==> src/rtl/core/assert_macros.svh <==
// Assertion macros for the core RTL.
`ifndef ASSERT_MACROS_SVH
`define ASSERT_MACROS_SVH
`ifndef SYNTHESIS
`define LSI_ASSERT(label, prop, msg) \
    label: assert property (@(posedge aclk) disable iff (!aresetn) prop) else $error(msg);
`define LSI_ASSERT_ALWAYS(label, prop, msg) \
    label: assert property (@(posedge aclk) prop) else $error(msg);
`else
`define LSI_ASSERT(label, prop, msg)
`define LSI_ASSERT_ALWAYS(label, prop, msg)
`endif
`endif

==> src/rtl/core/lsi_pkg.sv <==
package lsi_pkg;

    localparam int CW  = 16;            // coordinate width
    localparam int AW  = CW + 1;        // a, b
    localparam int PW  = 2 * CW;        // coordinate products
    localparam int CCW = 2 * CW + 1;    // c
    localparam int MW  = AW + CW;       // side term products
    localparam int DPW = 2 * AW;        // determinant products
    localparam int DW  = 2 * AW + 1;    // determinant
    localparam int RW  = 2 * CW + 3;    // side values
    localparam int NPW = AW + CCW;      // numerator products
    localparam int NW  = NPW + 1;       // numerators
    localparam int RMW = NW + 1;        // divider remainder / divisor

    localparam logic [CW-1:0] LIM_POS = {1'b0, {(CW-1){1'b1}}};
    localparam logic [CW-1:0] LIM_NEG = {1'b1, {(CW-1){1'b0}}};

    typedef enum logic [1:0] {
        ST_INTERSECT = 2'd0,
        ST_PARALLEL  = 2'd1,
        ST_DISJOINT  = 2'd2
    } status_t;

    typedef struct packed {
        status_t status;
        logic    neg_x;
        logic    neg_y;
        logic    ovf_x;
        logic    ovf_y;
    } tag_t;

    typedef struct packed {
        tag_t             tag;
        logic [RMW-1:0]   rem_x;
        logic [RMW-1:0]   rem_y;
        logic [RMW-1:0]   dsh;
        logic [CW-1:0]    q_x;
        logic [CW-1:0]    q_y;
    } div_t;

endpackage

==> src/rtl/core/lsi_div_cell.sv <==
module lsi_div_cell (
    input  logic          aclk,
    input  logic          aresetn,
    input  logic          in_valid,
    output logic          in_ready,
    input  lsi_pkg::div_t in_data,
    output logic          out_valid,
    output lsi_pkg::div_t out_data,
    input  logic          out_ready
);

    logic          v_reg;
    lsi_pkg::div_t d_reg;
    lsi_pkg::div_t d_next;
    logic          bx, by;

    assign in_ready  = !v_reg || out_ready;
    assign out_valid = v_reg;
    assign out_data  = d_reg;

    always_comb begin
        d_next     = in_data;
        bx         = in_data.rem_x >= in_data.dsh;
        by         = in_data.rem_y >= in_data.dsh;
        d_next.rem_x = bx ? in_data.rem_x - in_data.dsh : in_data.rem_x;
        d_next.rem_y = by ? in_data.rem_y - in_data.dsh : in_data.rem_y;
        d_next.q_x   = {in_data.q_x[lsi_pkg::CW-2:0], bx};
        d_next.q_y   = {in_data.q_y[lsi_pkg::CW-2:0], by};
        d_next.dsh   = in_data.dsh >> 1;
    end

    always_ff @(posedge aclk) begin
        if (!aresetn) begin
            v_reg <= 1'b0;
        end else if (in_ready) begin
            v_reg <= in_valid;
        end
    end

    always_ff @(posedge aclk) begin
        if (in_ready) begin
            d_reg <= d_next;
        end
    end

endmodule

==> config.mk <==
export PLATFORM = sky130hd
export DESIGN_NAME = lsi_div_cell
export DESIGN_NICKNAME = d
export VERILOG_FILES = /design/src/rtl/core/assert_macros.svh /design/src/rtl/core/lsi_pkg.sv /design/src/rtl/core/lsi_div_cell.sv
export SDC_FILE = /design/constraint.sdc
export NUM_CORES = 1
export LEC_CHECK = 0
export ABC_AREA = 1
export ABC_CLOCK_PERIOD_IN_PS = 5200
export BUFFER_PORTS_ARGS = -buffer_cell sky130_fd_sc_hd__buf_2
export CORE_MARGIN = 5
export CORE_UTILIZATION = 50
export DETAILED_ROUTE_END_ITERATION = 10
export PLACE_DENSITY = 0.78
export SLEW_MARGIN = 10
export SYNTH_ARGS = -nofsm -noshare
export SYNTH_HDL_FRONTEND = slang
export SYNTH_SLANG_ARGS = --single-unit
==> constraint.sdc <==
create_clock -name aclk -period 5.2 [get_ports aclk]
set_clock_uncertainty 0.15 [all_clocks]
set_input_delay 0.52 -clock aclk [delete_from_list [all_inputs] [get_ports aclk]]
set_output_delay 0.52 -clock aclk [all_outputs]
set_load 0.01 [all_outputs]
==> metrics.cfg <==
[die]
initial_core_util_pct = 50.9
ios = 394
die-height_um = 195
fp.dieArea_um2 = 38100
core_area_um2 = 33700
die_w_um = 195
row_count = 67

[critical_path]
path_max_fanout = 49
setup.worst_path.start_class = input port
r2r_setup_slack_ps = 3080
r2r-end = out_data[20]
path_cells = buf_2, inv_1, ha_1, nand2_1, nor2_4, nand2_1, nor4_4, nand4_4, nand3_4, buf_12, o21ai_1
cpMostUsedCell = nand2_1
worstSetupEndpointType = flip-flop
slowest_delay_ps = 750
r2r_start = out_valid
worst_path_dominant_cell_family = simple AND/OR/NAND/NOR gates
timing_worst_setup_path_type = in -> reg
cp_slowest_cell = nand3_4
arrival_ps = 3500
critPathRequiredTime_ps = 5260
cp_num_buf_inv = 3
reg2reg_depth = 2

[synthesis]
synthTopCellsByCount = 978 x nand2_1, 574 x inv_1, 193 x edfxtp_1
synthesis.area_um2 = 17100
yosysSeqAreaShare_pct = 33.9
syn_nets = 2845
synth_ff_type = edfxtp_1
yosysTopAreaCellShare_pct = 33.8
syn_area_per_cell_um2 = 6.74
synth_most_common_cell = nand2_1
synth_cell_types = 45
async_reset_ff_share_pct = 0
yosysTopAreaCell = edfxtp_1
yosys-top-cells-area = edfxtp_1 34%, nand2_1 21%, inv_1 13%
synth_edf_count = 193
yosysWarnings = 0
synth_cells = 2541
ys_ff_latch = 194

[placed_design]
dp.cells = 3360
port-buffer-count = 390
routabilityCongestion = 0.996
post-dp-hpwl_um = 52000

[clock_network]
clkTransAtPathRegs_ps = 70
cts_tree = done
clk_path_buf_depth = 2
cts_setup_buffers = 0
cts.repair.resized = 0
cts_buffers = 17
htreeDepth = 4
clock-sinks = 194
cts_hold_buf = 0
clk_latency_ps = 470
root_buffer = clkbuf_16

[global_routing]
grt_pass1_vias = 17000
grt_usage_pct = 31.5
grt-ovfl-total = 0
antenna_found_initial = 1
grt_most_used_layer = met2
grt_max_degree = 102
grt_pass1_wl_um = 93400
use_met1_pct = 39.9
use_met2_pct = 54.8
use_met3_pct = 4.05

[detailed_routing]
first_iter_violations = 1179
drt_wl_total_um = 61200
vias = 17200
post_drt_wl_per_cell_um = 18.0
drt_first_pass_iters = 5
drc_errors = 0
drtAntennaViolNets = 0
avgViaCountPerCell = 5.08

[min_path]
min_path_cells = 1
hp-class = in -> reg
min_from = in_data[13]
min_to = out_data[14]

[finish]
nNetsFinal = 3235
fillers = 3373
instances_no_fill = 3392
drive_gt1_share_pct = 18.9
areaGrowthSynthToFinish_pct = 17.4

[sta]
finalSetupViolCount = 0
period_needed_ps = 3440
finalCritPeriodShare_pct = 66.1
worst_pin_slew_ps = 899
fmax_ghz = 0.291
rsz0062_at_grt = no
slew_violations = 0
finalHoldViolCount = 0
finalSetupTns_ps = 0
relSlewSlack_pct = 40.0

[power]
power.leakage_nw = 11.5
ir_drop_mv = 0.260
total_power_w = 0.00520
p_per_area_nw_per_um2 = 258

[flow_run]
maxCapViolCount = 0

[outcome]
outcome = finished, final reports clean

## stage by stage
step | hold WS [ps] | instance area [um2] | util, % | setup slack (ps)
after floorplan | 469 | 17100 | - | 1650
after global placement | 547 | 19600 | 58.0 | 1350
after detailed placement | 548 | 19600 | 58.0 | 1300
after CTS | 63.1 | 20100 | 59.7 | 1790
after global routing | 64.1 | 20100 | 59.7 | 1580
final | 73.8 | 20100 | 59.7 | 1760
## power by group
group,switching [W],internal (W),leakage (nW),total [W]
sequential,0.0000488,0.00197,2.03,0.00202
combinational,0.00123,0.000623,9.23,0.00185
clock,0.000655,0.000675,0.276,0.00133
## state kept, by name, indices dropped and copies added (netlist names)
register / flops
out_data: 193
out_valid: 1
## kinds of logic (layout without fill, tap and decap cells)
family | Yosys count | count (layout) | synth area share [%]
AO/OA/AOI/OAI | 140 | 140 | 5.29
buffers and inverters | 624 | 1026 | 14.4
AND/OR/NAND/NOR | 1420 | 1420 | 35.7
adder cells (fa/ha/maj) | 106 | 106 | 7.83
flip-flops | 194 | 194 | 33.9
XOR/XNOR | 56 | 56 | 2.86
other | 1 | 2 | 0.0219
## metal layers
metal	routed length [um]	part of all wire [%]	up-vias
met5	0	0	-
met1	24900	41	7831
met3	4390	7.2	112
met2	29500	48	666
met4	2380	3.9	0
li1	-	-	8609
## placed cells by master, fill, tap and decap left out, types with 8 or more instances in the layout
cell type,count
nand2_2,28
nand2_1,977
nand3b_1,29
buf_2,390
nand4_1,66
o21ai_2,37
o21ai_0,9
inv_2,19
o21bai_1,10
clkbuf_16,17
nor2_2,14
xor2_1,54
o21ai_1,19
nand3_1,109
nor2_1,153
edfxtp_1,193
ha_1,104
nor3_1,8
a21oi_1,56
inv_1,574
## how the worst max path moves through the flow
stage	startpoint	end	slack [ps]	depth (start not counted)
6_report	in_data[41]	out_data[149]	1760	11
5_1_grt	in_data[57]	out_data[149]	1580	12
4_1_cts	in_data[41]	out_data[149]	1790	11
3_5_place_dp	in_data[41]	out_data[149]	1300	11
3_3_place_gp	in_data[41]	out_data[149]	1350	11
2_1_floorplan	out_ready	in_ready	1650	2
## final cells by class
class                           count  area (um2)  area share (%)
Clock inverter                     14         146           0.727
Tap cell                          448         561            2.79
Timing Repair Buffer              400        2060            10.3
Sequential cell                   194        5820            28.9
Clock buffer                       17         425            2.11
Multi-Input combinational cell   1723        8880            44.1
Antenna cell                        1        2.50          0.0124
Inverter                          595        2230            11.1
## worst register-to-register path: stages (launching register included)
cell and delay, ps:
dfxtp_1 370, nand2_8 550, buf_12 510
(Power assumes the default switching activity.)
